===== src/rtl/core/pcfe_pkg.sv =====
// Shared types and constants of the partition cut fitness evaluator.
package pcfe_pkg;

	// Input and result field widths.
	localparam int NODE_FIELD_W = 6;
	localparam int WEIGHT_W     = 32;
	localparam int PART_W       = 3;
	localparam int CUT_W        = 43;
	localparam int IMB_W        = 11;
	localparam int FIT_W        = 48;
	localparam int FRAC_W       = 12;

	// Part numbers carried by an item never exceed this many slots.
	localparam int PART_SLOTS = 8;

	// Configuration port.
	localparam int CFG_IDX_W  = 8;
	localparam int CFG_DATA_W = 20;

	localparam int NUM_NODES_W = 7;
	localparam int NUM_PARTS_W = 4;
	localparam int SLACK_W     = 7;
	localparam int PEN_W       = 20;
	localparam int PROD_W      = PEN_W + IMB_W;

	localparam logic [CFG_IDX_W-1:0] CFG_NUM_NODES     = 8'd0;
	localparam logic [CFG_IDX_W-1:0] CFG_NUM_PARTS     = 8'd1;
	localparam logic [CFG_IDX_W-1:0] CFG_BALANCE_SLACK = 8'd2;
	localparam logic [CFG_IDX_W-1:0] CFG_PENALTY_SCALE = 8'd3;

	localparam logic [NUM_NODES_W-1:0] NUM_NODES_RST = 7'd64;
	localparam logic [NUM_PARTS_W-1:0] NUM_PARTS_RST = 4'd2;
	localparam logic [SLACK_W-1:0]     SLACK_RST     = 7'd2;
	localparam logic [PEN_W-1:0]       PENALTY_RST   = 20'd1000000;

	// Item kinds.
	localparam logic FUNC_WEIGHT = 1'b0;
	localparam logic FUNC_ASSIGN = 1'b1;

	typedef enum logic [3:0] {
		ST_CLEAR,
		ST_IDLE,
		ST_DECODE,
		ST_SCAN,
		ST_DRAIN,
		ST_COMMIT,
		ST_IMB,
		ST_MUL,
		ST_RESULT
	} pcfe_state_t;

	typedef struct packed {
		logic load;
		logic wr_edge;
		logic clr_step;
		logic scan_issue;
		logic commit;
		logic imb_step;
		logic mul;
		logic finish;
	} pcfe_cmd_t;

	typedef struct packed {
		logic clr_done;
		logic func;
		logic last;
		logic node_ok;
		logic has_prev;
		logic scan_last;
		logic pair_end;
	} pcfe_sts_t;

endpackage


===== src/rtl/core/pcfe_ctrl.sv =====
// Controller state machine that sequences clearing, scans, balance pass and result.
module pcfe_ctrl (
	input  logic                clk,
	input  logic                arst_n,
	input  logic                in_valid,
	output logic                in_ready,
	input  logic                out_free,
	input  pcfe_pkg::pcfe_sts_t sts,
	output pcfe_pkg::pcfe_cmd_t cmd
);

	import pcfe_pkg::*;

	pcfe_state_t state_q;
	pcfe_state_t state_d;

	always_ff @(posedge clk or negedge arst_n) begin
		if (!arst_n) begin
			state_q <= ST_CLEAR;
		end else begin
			state_q <= state_d;
		end
	end

	always_comb begin
		state_d  = state_q;
		cmd      = '0;
		in_ready = 1'b0;
		case (state_q)
			ST_CLEAR: begin
				cmd.clr_step = 1'b1;
				if (sts.clr_done) begin
					state_d = ST_IDLE;
				end
			end
			ST_IDLE: begin
				in_ready = 1'b1;
				cmd.load = in_valid;
				if (in_valid) begin
					state_d = ST_DECODE;
				end
			end
			ST_DECODE: begin
				if (sts.func == FUNC_WEIGHT) begin
					cmd.wr_edge = 1'b1;
					state_d     = ST_IDLE;
				end else if (sts.node_ok) begin
					state_d = sts.has_prev ? ST_SCAN : ST_COMMIT;
				end else begin
					state_d = sts.last ? ST_IMB : ST_IDLE;
				end
			end
			ST_SCAN: begin
				cmd.scan_issue = 1'b1;
				if (sts.scan_last) begin
					state_d = ST_DRAIN;
				end
			end
			ST_DRAIN: begin
				state_d = ST_COMMIT;
			end
			ST_COMMIT: begin
				cmd.commit = 1'b1;
				state_d    = sts.last ? ST_IMB : ST_IDLE;
			end
			ST_IMB: begin
				cmd.imb_step = 1'b1;
				if (sts.pair_end) begin
					state_d = ST_MUL;
				end
			end
			ST_MUL: begin
				cmd.mul = 1'b1;
				state_d = ST_RESULT;
			end
			ST_RESULT: begin
				if (out_free) begin
					cmd.finish = 1'b1;
					state_d    = ST_IDLE;
				end
			end
			default: begin
				state_d = ST_IDLE;
			end
		endcase
	end

	// No item may enter while the weight store is being cleared.
	a_no_accept_in_clear: assert property (@(posedge clk) disable iff (!arst_n)
		(state_q == ST_CLEAR) |-> !in_ready)
		else $error("item accepted during clearing pass");

	// The drain state, in which the last scan read lands, is always followed by the commit.
	a_drain_to_commit: assert property (@(posedge clk) disable iff (!arst_n)
		(state_q == ST_DRAIN) |=> (state_q == ST_COMMIT))
		else $error("drain not followed by commit");

	// Datapath commands are mutually exclusive.
	a_cmd_exclusive: assert property (@(posedge clk) disable iff (!arst_n)
		$onehot0({cmd.load, cmd.wr_edge, cmd.clr_step, cmd.scan_issue,
			cmd.commit, cmd.imb_step, cmd.mul, cmd.finish}))
		else $error("overlapping datapath commands");

endmodule


===== config.mk =====
export PLATFORM = sky130hd
export DESIGN_NAME = pcfe_ctrl
export DESIGN_NICKNAME = d
export VERILOG_FILES = /design/src/rtl/core/pcfe_pkg.sv /design/src/rtl/core/pcfe_ctrl.sv
export SDC_FILE = /design/constraint.sdc
export NUM_CORES = 1
export LEC_CHECK = 0
export BUFFER_PORTS_ARGS = -buffer_cell sky130_fd_sc_hd__clkbuf_2
export CAP_MARGIN = 10
export CORE_AREA = 2 2 39 41
export CTS_CLUSTER_DIAMETER = 100
export DETAILED_ROUTE_END_ITERATION = 6
export DIE_AREA = 0 0 41 43
export PLACE_DENSITY = 0.57
export SKIP_CTS_REPAIR_TIMING = 1
export SLEW_MARGIN = 20
export SYNTH_ARGS = -nofsm -noshare
export SYNTH_HDL_FRONTEND = slang
export SYNTH_SLANG_ARGS = --single-unit

===== constraint.sdc =====
create_clock -name clk -period 1.38 [get_ports clk]
set_clock_uncertainty 0.15 [all_clocks]
set_input_delay 0.138 -clock clk [delete_from_list [all_inputs] [get_ports clk]]
set_output_delay 0.138 -clock clk [all_outputs]
set_load 0.005 [all_outputs]

==> run_results.csv, run 1 <==
group,metric,value,unit
outcome,status,"finished, violations left",
outcome,violations,"setup timing",
clock_network,cts_tree,"built",
sta,worstMarginPinSlew,0.285,ns
sta,period_share,123,%
setup_path,path_class,"flop to output port",
clock_network,clkLatencyLatePin,0.23,ns
cells_and_area,reg.largest.list,"state_q: 4 flops",
cells_and_area,layout_commonest_cell,"clkbuf_2",
drt,vias_per_cell,5.28,
sta,setup_viol,12,
clock_network,clkTransAtPathRegs,0.04,ns
setup_path,worstRegToRegCells,6,
synth,muxShareOfSynthArea,5.07,%
setup_path,path_max_fanout,4,
sta,fin_crit,1.69,ns
floorplanning,rows,14,
synth,synthArstFlopShare,100,%
setup_path,crit_chain,"or4b_4, nor2_2, buf_2",
cells_and_area,layout_common_cells,"clkbuf_2, buf_4, nor2_1",
setup_path,worstPathRequired,1.09,ns
sta,setup_tns,-2.73,ns
synth,synth-edff-count,0,
placed_design,portBuffers,19,
synth,yosysTopAreaCellShare,23.9,%
placed_design,dp_cells,100,
cells_and_area,largest_reg_flops,4,
hold_path,hp-class,"input port to async pin",
synth,synth_top_family_by_area,"simple AND/OR/NAND/NOR gates",
cells_and_area,area_growth,85.7,%
power_and_ir_drop,switching_power,607,uW
sta,hold_slack,0.0921,ns
power_and_ir_drop,seqPwrFrac,15.1,%
global_routing,grt_pass1_wl,1970,um
synth,synth-compound-area-share,29.9,%
clock_network,root_buffer,"clkbuf_4",
placed_design,pre_cts_slack,-0.135,ns
power_and_ir_drop,p_comb_share,75.3,%
setup_path,setup.worst_path.start_class,"flop",
synth,netlist_area,419,um2
clock_network,clk_path_buf_depth,2,
sta,final-hold-violation-count,0,
run,cap_violations,0,
setup_path,startpoint,"state_q[0]$_DFFE_PN0P_",
setup_path,critical_path.max_stage_delay,0.55,ns
drt,drc,0,
drt,vias,570,
synth,synth_xor_area_share,0,%
synth,synthTopCellsByArea,"dfrtp_1, nor2_1, nand2b_1",
cells_and_area,nets,105,
global_routing,grt_pass1_vias,503,
drt,routed_wirelength,1390,um
placed_design,place.gp.congestion,0.805,
synth,synthSimpleGateAreaFrac,32.2,%
setup_path,end_kind,"output port",
floorplanning,fp.dieArea,0.00176,mm2
setup_path,reg2reg_from,"state_q[0]$_DFFE_PN0P_",
synth,synthAdderAreaFrac,0,%
cells_and_area,diodes,0,
synth,postSynthCellCount,56,
synth,syn-num-nets,67,
cells_and_area,regMostFlops,"state_q",
synth,synth_flop_cell,"dfrtp_1",
synth,synth_cell_types,30,
synth,yosysTopAreaCell,"dfrtp_1",
power_and_ir_drop,sw_frac_of_total,40.9,%
sta,rsz0062_at_grt,"true",
power_and_ir_drop,p_int,876,uW
power_and_ir_drop,p_per_area,1900,mW/mm2
global_routing,grt_max_degree,10,
synth,ys_ff_latch,4,
power_and_ir_drop,ir_drop,0.000785,V
floorplanning,io_pins,20,
synth,yosys_warnings,0,
setup_path,critPathSlowestCell,"or4b_4",
placed_design,post-dp-hpwl,959,um
global_routing,antenna_found_initial,0,
setup_path,ff2ff_setup_slack,-0.29,ns
floorplanning,die_y,43,um
synth,synth.avg_cell_area,7.48,um2
cells_and_area,drive_gt1_share,59.8,%
sta,slew_violations,0,
sta,max_slew_margin,80.8,%
sta,timing.final.ws_setup,-0.312,ns
drt,drtIter0Drc,11,
cells_and_area,fin_cells,108,
setup_path,critPathArrivalTime,1.40,ns
floorplanning,coreArea,0.00138,mm2
clock_network,clkSinkCount,4,
synth,ys_seq_area_share,23.9,%
floorplanning,start_util,30.3,%
floorplanning,fp.dieW,41,um
drt,ant_nets,0,
global_routing,track_usage,16.0,%
global_routing,grt_remaining_overflow,0,
setup_path,reg2reg_to,"state_q[0]$_DFFE_PN0P_",
clock_network,htree_levels,1,
power_and_ir_drop,power_frac_clock,9.6,%
setup_path,critPathCapture,"cmd[6]",
clock_network,cts_made_buffers,3,
power_and_ir_drop,total_leakage_power,0.000366,uW
drt,routedWlPerCell,12.8,um
drt,drt-pass1-iter-count,4,
sta,fmax,591,MHz
[critical path: cells and delay by family (launching register included)]
family | cells | cell delay [ns]
buf+inv | 1 | 0.11
flops | 1 | 0.43
simple gates | 2 | 0.64
[cell families (layout without fill, tap and decap cells)]
family | after synthesis | after routing
flip-flops | 4 | 4
multiplexers | 2 | 2
buffers and inverters | 8 | 44
AND/OR/NAND/NOR | 24 | 24
AO/OA/AOI/OAI | 18 | 18
[through the flow]
step | cell area [um2] | util (%) | power (uW)
3_3_place_gp | 609 | 44.0 | 991
2_1_floorplan | 432 | - | 698
3_5_place_dp | 609 | 44.0 | 997
5_1_grt | 778 | 56.2 | 1580
6_report | 778 | 56.2 | 1480
4_1_cts | 632 | 45.7 | 1150
[routing by layer]
layer / global-route usage [%] / vias to the layer above / wire, um
met5: 0 / - / 0
met4: 6.00 / 0 / 0
met3: 3.14 / 0 / 49
met2: 25.0 / 12 / 716
met1: 20.8 / 277 / 620
li1: - / 281 / -
[power groups by stage]
stage	sequential [uW]	clock (uW)	combinational, uW
after CTS	215	147	785
after global routing	229	155	1200
after detailed placement	215	0	782
after global placement	212	0	779
final	224	142	1120
after floorplan	195	0	503
[cell usage after synthesis, drive strengths merged (2+ instances only)]
cell and number:
a21oi 3, inv 3, nand2b 4, nand2 2, o21ai 2, a311oi 2, nor3 5, a31oi 3
dfrtp 4, nor2 7, buf 4
[worst min-delay path by stage]
stage / startpoint / to / slack [ns]
final: arst_n / state_q[2]$_DFFE_PN0P_ / 0.09
after global routing: arst_n / state_q[2]$_DFFE_PN0P_ / 0.11
after CTS: arst_n / state_q[3]$_DFFE_PN0P_ / -0.45
after detailed placement: arst_n / state_q[3]$_DFFE_PN0P_ / -0.20
after global placement: arst_n / state_q[3]$_DFFE_PN0P_ / -0.20
after floorplan: arst_n / state_q[0]$_DFFE_PN0P_ / -0.31
[area by class of cell]
| type | instances | area, um2 |
|---|---|---|
| fill | 126 | 606 |
| multi-input combinational | 44 | 348 |
| timing repair buffer | 37 | 270 |
| sequential | 4 | 103 |
| clock buffer | 3 | 22.5 |
| tap | 16 | 20.0 |
| inverter | 4 | 15.0 |
(Power assumes the default switching activity.)
==> run 2, diff against run 1 <==
--- a/config.mk
+++ b/config.mk
@@ -11,7 +11,7 @@
 export CTS_CLUSTER_DIAMETER = 100
 export DETAILED_ROUTE_END_ITERATION = 6
 export DIE_AREA = 0 0 41 43
-export PLACE_DENSITY = 0.57
+export PLACE_DENSITY = 0.55
 export SKIP_CTS_REPAIR_TIMING = 1
 export SLEW_MARGIN = 20
 export SYNTH_ARGS = -nofsm -noshare
==> constraint.sdc (replaced) <==
create_clock -name clk -period 1.95 [get_ports clk]
set_clock_uncertainty 0.15 [all_clocks]
set_input_delay 0.195 -clock clk [delete_from_list [all_inputs] [get_ports clk]]
set_output_delay 0.195 -clock clk [all_outputs]
set_load 0.005 [all_outputs]
==> run 2 against run 1 <==
The run now ends clean; largest power group unchanged; flip-flop and latch count is the same; largest cell class unchanged; combinational power fell by 64%; clock power decreased by 27%; register-to-register slack better by 0.61 ns; final cell count fell by 14%.
==> run_results.csv, run 2 (synthesis gave the netlist of run 1 again) <==
group,metric,value,unit
outcome,status,"finished clean",
setup_path,worstPathRequired,1.60,ns
setup_path,critPathSlowestCell,"dfrtp_1",
sta,max_slew_margin,75.8,%
sta,period_share,96.1,%
clock_network,root_buffer,"clkbuf_4",
cells_and_area,layout_commonest_cell,"clkbuf_2",
sta,timing.final.ws_setup,0.0768,ns
floorplanning,fp.dieArea,0.00176,mm2
placed_design,place.gp.congestion,0.809,
cells_and_area,fin_cells,93,
cells_and_area,area_growth,33.7,%
floorplanning,io_pins,20,
placed_design,pre_cts_slack,0.315,ns
cells_and_area,fin_util,40.5,%
floorplanning,coreArea,0.00138,mm2
drt,vias_per_cell,5.26,
sta,rsz0062_at_grt,"false",
floorplanning,die_y,43,um
sta,final-hold-violation-count,0,
sta,setup_viol,0,
global_routing,grt_pass1_vias,440,
sta,hold_slack,0.0224,ns
clock_network,htree_levels,1,
power_and_ir_drop,p_per_area,1240,mW/mm2
setup_path,path_class,"flop to output port",
global_routing,grt_remaining_overflow,0,
sta,fmax,534,MHz
drt,routedWlPerCell,11.4,um
cells_and_area,regMostFlops,"state_q",
floorplanning,fp.dieW,41,um
placed_design,post-dp-hpwl,816,um
setup_path,end_kind,"output port",
setup_path,critical_path.max_stage_delay,0.55,ns
power_and_ir_drop,total_leakage_power,0.000259,uW
setup_path,critPathArrivalTime,1.53,ns
cells_and_area,layout_common_cells,"clkbuf_2, nor2_1, nand2b_1, nor3_1",
cells_and_area,diodes,0,
placed_design,dp_cells,89,
drt,routed_wirelength,1060,um
sta,setup_tns,0,ns
sta,slew_violations,0,
drt,drc,0,
global_routing,grt_max_degree,14,
power_and_ir_drop,ir_drop,0.000522,V
setup_path,crit_chain,"or4b_4, nor2_1, clkbuf_2",
global_routing,grt_pass1_wl,1750,um
run,cap_violations,0,
sta,fin_crit,1.87,ns
clock_network,clk_path_buf_depth,2,
clock_network,clkLatencyLatePin,0.24,ns
global_routing,track_usage,14.8,%
drt,drt-pass1-iter-count,4,
cells_and_area,largest_reg_flops,4,
clock_network,cts_made_buffers,3,
drt,ant_nets,0,
global_routing,antenna_found_initial,0,
sta,worstMarginPinSlew,0.363,ns
cells_and_area,drive_gt1_share,35.1,%
setup_path,path_max_fanout,13,
cells_and_area,reg.largest.list,"state_q: 4 flops",
placed_design,portBuffers,19,
floorplanning,rows,14,
clock_network,clkSinkCount,4,
drt,drtIter0Drc,16,
setup_path,path_buf_inv,1,
cells_and_area,nets,90,
clock_network,cts_tree,"built",
setup_path,setup.worst_path.start_class,"flop",
drt,vias,489,
setup_path,cpLargestDelayFamily,"simple AND/OR/NAND/NOR gates",
clock_network,clkTransAtPathRegs,0.04,ns
floorplanning,start_util,30.3,%
hold_path,hp-class,"input port to flop",
-- run 2: final timing paths --
kind | from | to | slack (ns) | cells past startpoint
max | state_q[1]$_DFFE_PN0P_ | cmd[6] | 0.08 | 3
min | out_free | state_q[3]$_DFFE_PN0P_ | 0.02 | 2
max reg2reg | state_q[2]$_DFFE_PN0P_ | state_q[0]$_DFFE_PN0P_ | 0.32 | 4
min reg2reg | state_q[0]$_DFFE_PN0P_ | state_q[3]$_DFFE_PN0P_ | 0.59 | 2
max in group asynchronous | arst_n | state_q[0]$_DFFE_PN0P_ | 1.38 | 2
min in group asynchronous | arst_n | state_q[1]$_DFFE_PN0P_ | 0.14 | 2
-- run 2: metrics by stage --
step           instance area [um2]  power (uW)
6_report                       561         697
5_1_grt                        561         758
4_1_cts                        549         694
3_5_place_dp                   527         587
3_3_place_gp                   527         588
2_1_floorplan                  419         470
-- run 2: per-layer routing --
| layer | vias up | global-route usage (%) | share of wire (%) |
|---|---|---|---|
| met2 | 17 | 20.3 | 49 |
| met3 | 0 | 4.71 | 6.5 |
| li1 | 252 | - | - |
| met5 | - | 0 | 0 |
| met4 | 0 | 10.0 | 0 |
| met1 | 220 | 18.7 | 45 |
-- run 2: worst reg2reg max path, cell delays in order (launching register included) --
cell	delay [ns]
dfrtp_1	0.51
nor2_1	0.13
a311oi_1	0.27
o21ai_1	0.15
o31a_1	0.32
-- run 2: power breakdown --
group | switching [uW] | internal [uW]
Combinational | 197 | 201
Clock | 34.5 | 68.9
Sequential | 81.8 | 114
-- run 2: area by class of cell --
class                           instances  area [um2]
Clock buffer                            3        22.5
Fill cell                             158         823
Inverter                                4        15.0
Multi-Input combinational cell         44         282
Sequential cell                         4         101
Tap cell                               16        20.0
Timing Repair Buffer                   22         120
==> run 3, diff against run 2 <==
--- a/config.mk
+++ b/config.mk
@@ -12,6 +12,7 @@
 export DETAILED_ROUTE_END_ITERATION = 6
 export DIE_AREA = 0 0 41 43
 export PLACE_DENSITY = 0.55
+export SETUP_SLACK_MARGIN = 0.3
 export SKIP_CTS_REPAIR_TIMING = 1
 export SLEW_MARGIN = 20
 export SYNTH_ARGS = -nofsm -noshare
==> run 3 against run 2 <==
Global-route usage is the same; worst hold slack worse by 0.0078 ns; first-iteration DRC count up 56%; die area stayed put; critical path type unchanged.
==> run_results.csv, run 3 (synthesis gave the netlist of run 1 again) <==
group,metric,value,unit
sta,fmax,561,MHz
cells_and_area,area_growth,61.2,%
hold_path,min_path_cells,2,
power_and_ir_drop,p_per_area,1350,mW/mm2
floorplanning,fp.dieW,41,um
setup_path,crit_chain,"or4b_4, nor2_2, clkbuf_2",
cells_and_area,layout_commonest_cell,"clkbuf_2",
drt,routed_wirelength,1300,um
global_routing,grt.met1_usage,18.7,%
floorplanning,fp.dieArea,0.00176,mm2
clock_network,root_buffer,"clkbuf_4",
cells_and_area,fin_util,48.8,%
drt,vias_per_cell,5.16,
sta,slew_violations,0,
global_routing,grtUsageMet2,20.3,%
global_routing,track_usage,14.8,%
sta,period_share,91.4,%
setup_path,critPathArrivalTime,1.44,ns
sta,worstMarginPinSlew,0.295,ns
power_and_ir_drop,total_leakage_power,0.000310,uW
global_routing,antenna_found_initial,0,
setup_path,critical_path.max_stage_delay,0.55,ns
floorplanning,coreArea,0.00138,mm2
global_routing,met3_usage,4.71,%
setup_path,worstRegToRegCells,5,
floorplanning,rows,14,
run,cap_violations,0,
clock_network,cts_tree,"built",
clock_network,clk_path_buf_depth,2,
global_routing,grt_remaining_overflow,0,
setup_path,path_class,"flop to output port",
placed_design,portBuffers,19,
cells_and_area,regMostFlops,"state_q",
drt,drc,0,
sta,final-hold-violation-count,0,
sta,max_slew_margin,80.2,%
hold_path,hp-class,"input port to flop",
floorplanning,die_y,43,um
cells_and_area,nets,100,
global_routing,grt_pass1_wl,1750,um
power_and_ir_drop,ir_drop,0.000472,V
placed_design,placed_area,527,um2
setup_path,worstPathRequired,1.60,ns
cells_and_area,layout_common_cells,"clkbuf_2, buf_4, nor2_1",
drt,ant_nets,0,
sta,setup_tns,0,ns
clock_network,htree_levels,1,
outcome,status,"finished clean",
clock_network,clkLatencyLatePin,0.24,ns
sta,setup_viol,0,
clock_network,clkTransAtPathRegs,0.04,ns
clock_network,clkSinkCount,4,
drt,drt-pass1-iter-count,4,
drt,drtIter0Drc,25,
global_routing,grt_pass1_vias,440,
floorplanning,start_util,30.3,%
global_routing,busiest_layer,"met2",
sta,rsz0062_at_grt,"true",
setup_path,critPathSlowestCell,"or4b_4",
cells_and_area,drive_gt1_share,51.7,%
cells_and_area,largest_reg_flops,4,
global_routing,grt_max_degree,14,
cells_and_area,diodes,0,
placed_design,place.gp.congestion,0.809,
placed_design,post-dp-hpwl,816,um
drt,routedWlPerCell,12.6,um
cells_and_area,postLayoutCellArea,676,um2
power_and_ir_drop,total_power,914,uW
sta,fin_crit,1.78,ns
clock_network,cts_made_buffers,3,
setup_path,path_max_fanout,8,
cells_and_area,reg.largest.list,"state_q: 4 flops",
drt,vias,531,
setup_path,setup.worst_path.start_class,"flop",
floorplanning,io_pins,20,
setup_path,end_kind,"output port",
[run 3: cell type report]
type	count	area [um2]
inverter	4	15.0
multi-input combinational	44	320
timing repair buffer	32	193
fill	142	708
tap	16	20.0
sequential	4	105
clock buffer	3	22.5
[run 3: worst paths after layout]
path                                        start                endpoint  slack (ns)
max                        state_q[0]$_DFFE_PN0P_                  cmd[6]        0.17
min                                      out_free  state_q[3]$_DFFE_PN0P_        0.01
max reg2reg                state_q[0]$_DFFE_PN0P_  state_q[0]$_DFFE_PN0P_        0.32
min reg2reg                state_q[0]$_DFFE_PN0P_  state_q[3]$_DFFE_PN0P_        0.54
max in group asynchronous                  arst_n  state_q[0]$_DFFE_PN0P_        1.38
min in group asynchronous                  arst_n  state_q[2]$_DFFE_PN0P_        0.13
[run 3: where the power goes]
part           switching, uW  internal [uW]  total (uW)
clock network           38.0           69.1         107
registers               61.5            118         180
logic                    296            331         627
total                    395            518         914
[run 3: critical path, delay by kind of cell, from the launching register on]
kind	cells	cell delay, ns
flip-flops	1	0.45
buffers and inverters	1	0.11
AND/OR/NAND/NOR	2	0.64
[run 3: per-layer routing]
| layer | vias to the layer above | share of wire [%] |
|---|---|---|
| met1 | 237 | 42 |
| met2 | 18 | 52 |
| li1 | 271 | - |
| met4 | 0 | 1.9 |
| met3 | 5 | 4.6 |
| met5 | - | 0 |
[run 3: stage by stage]
stage                     hold WS [ns]  std cells  worst slack (ns)
final                           0.0145        103             0.168
after detailed placement        -0.147         89             0.315
after CTS                       -0.396         92            0.0594
after global placement          -0.146         89             0.328
after floorplan                 -0.251         56             0.498
after global routing            0.0269        103             0.127
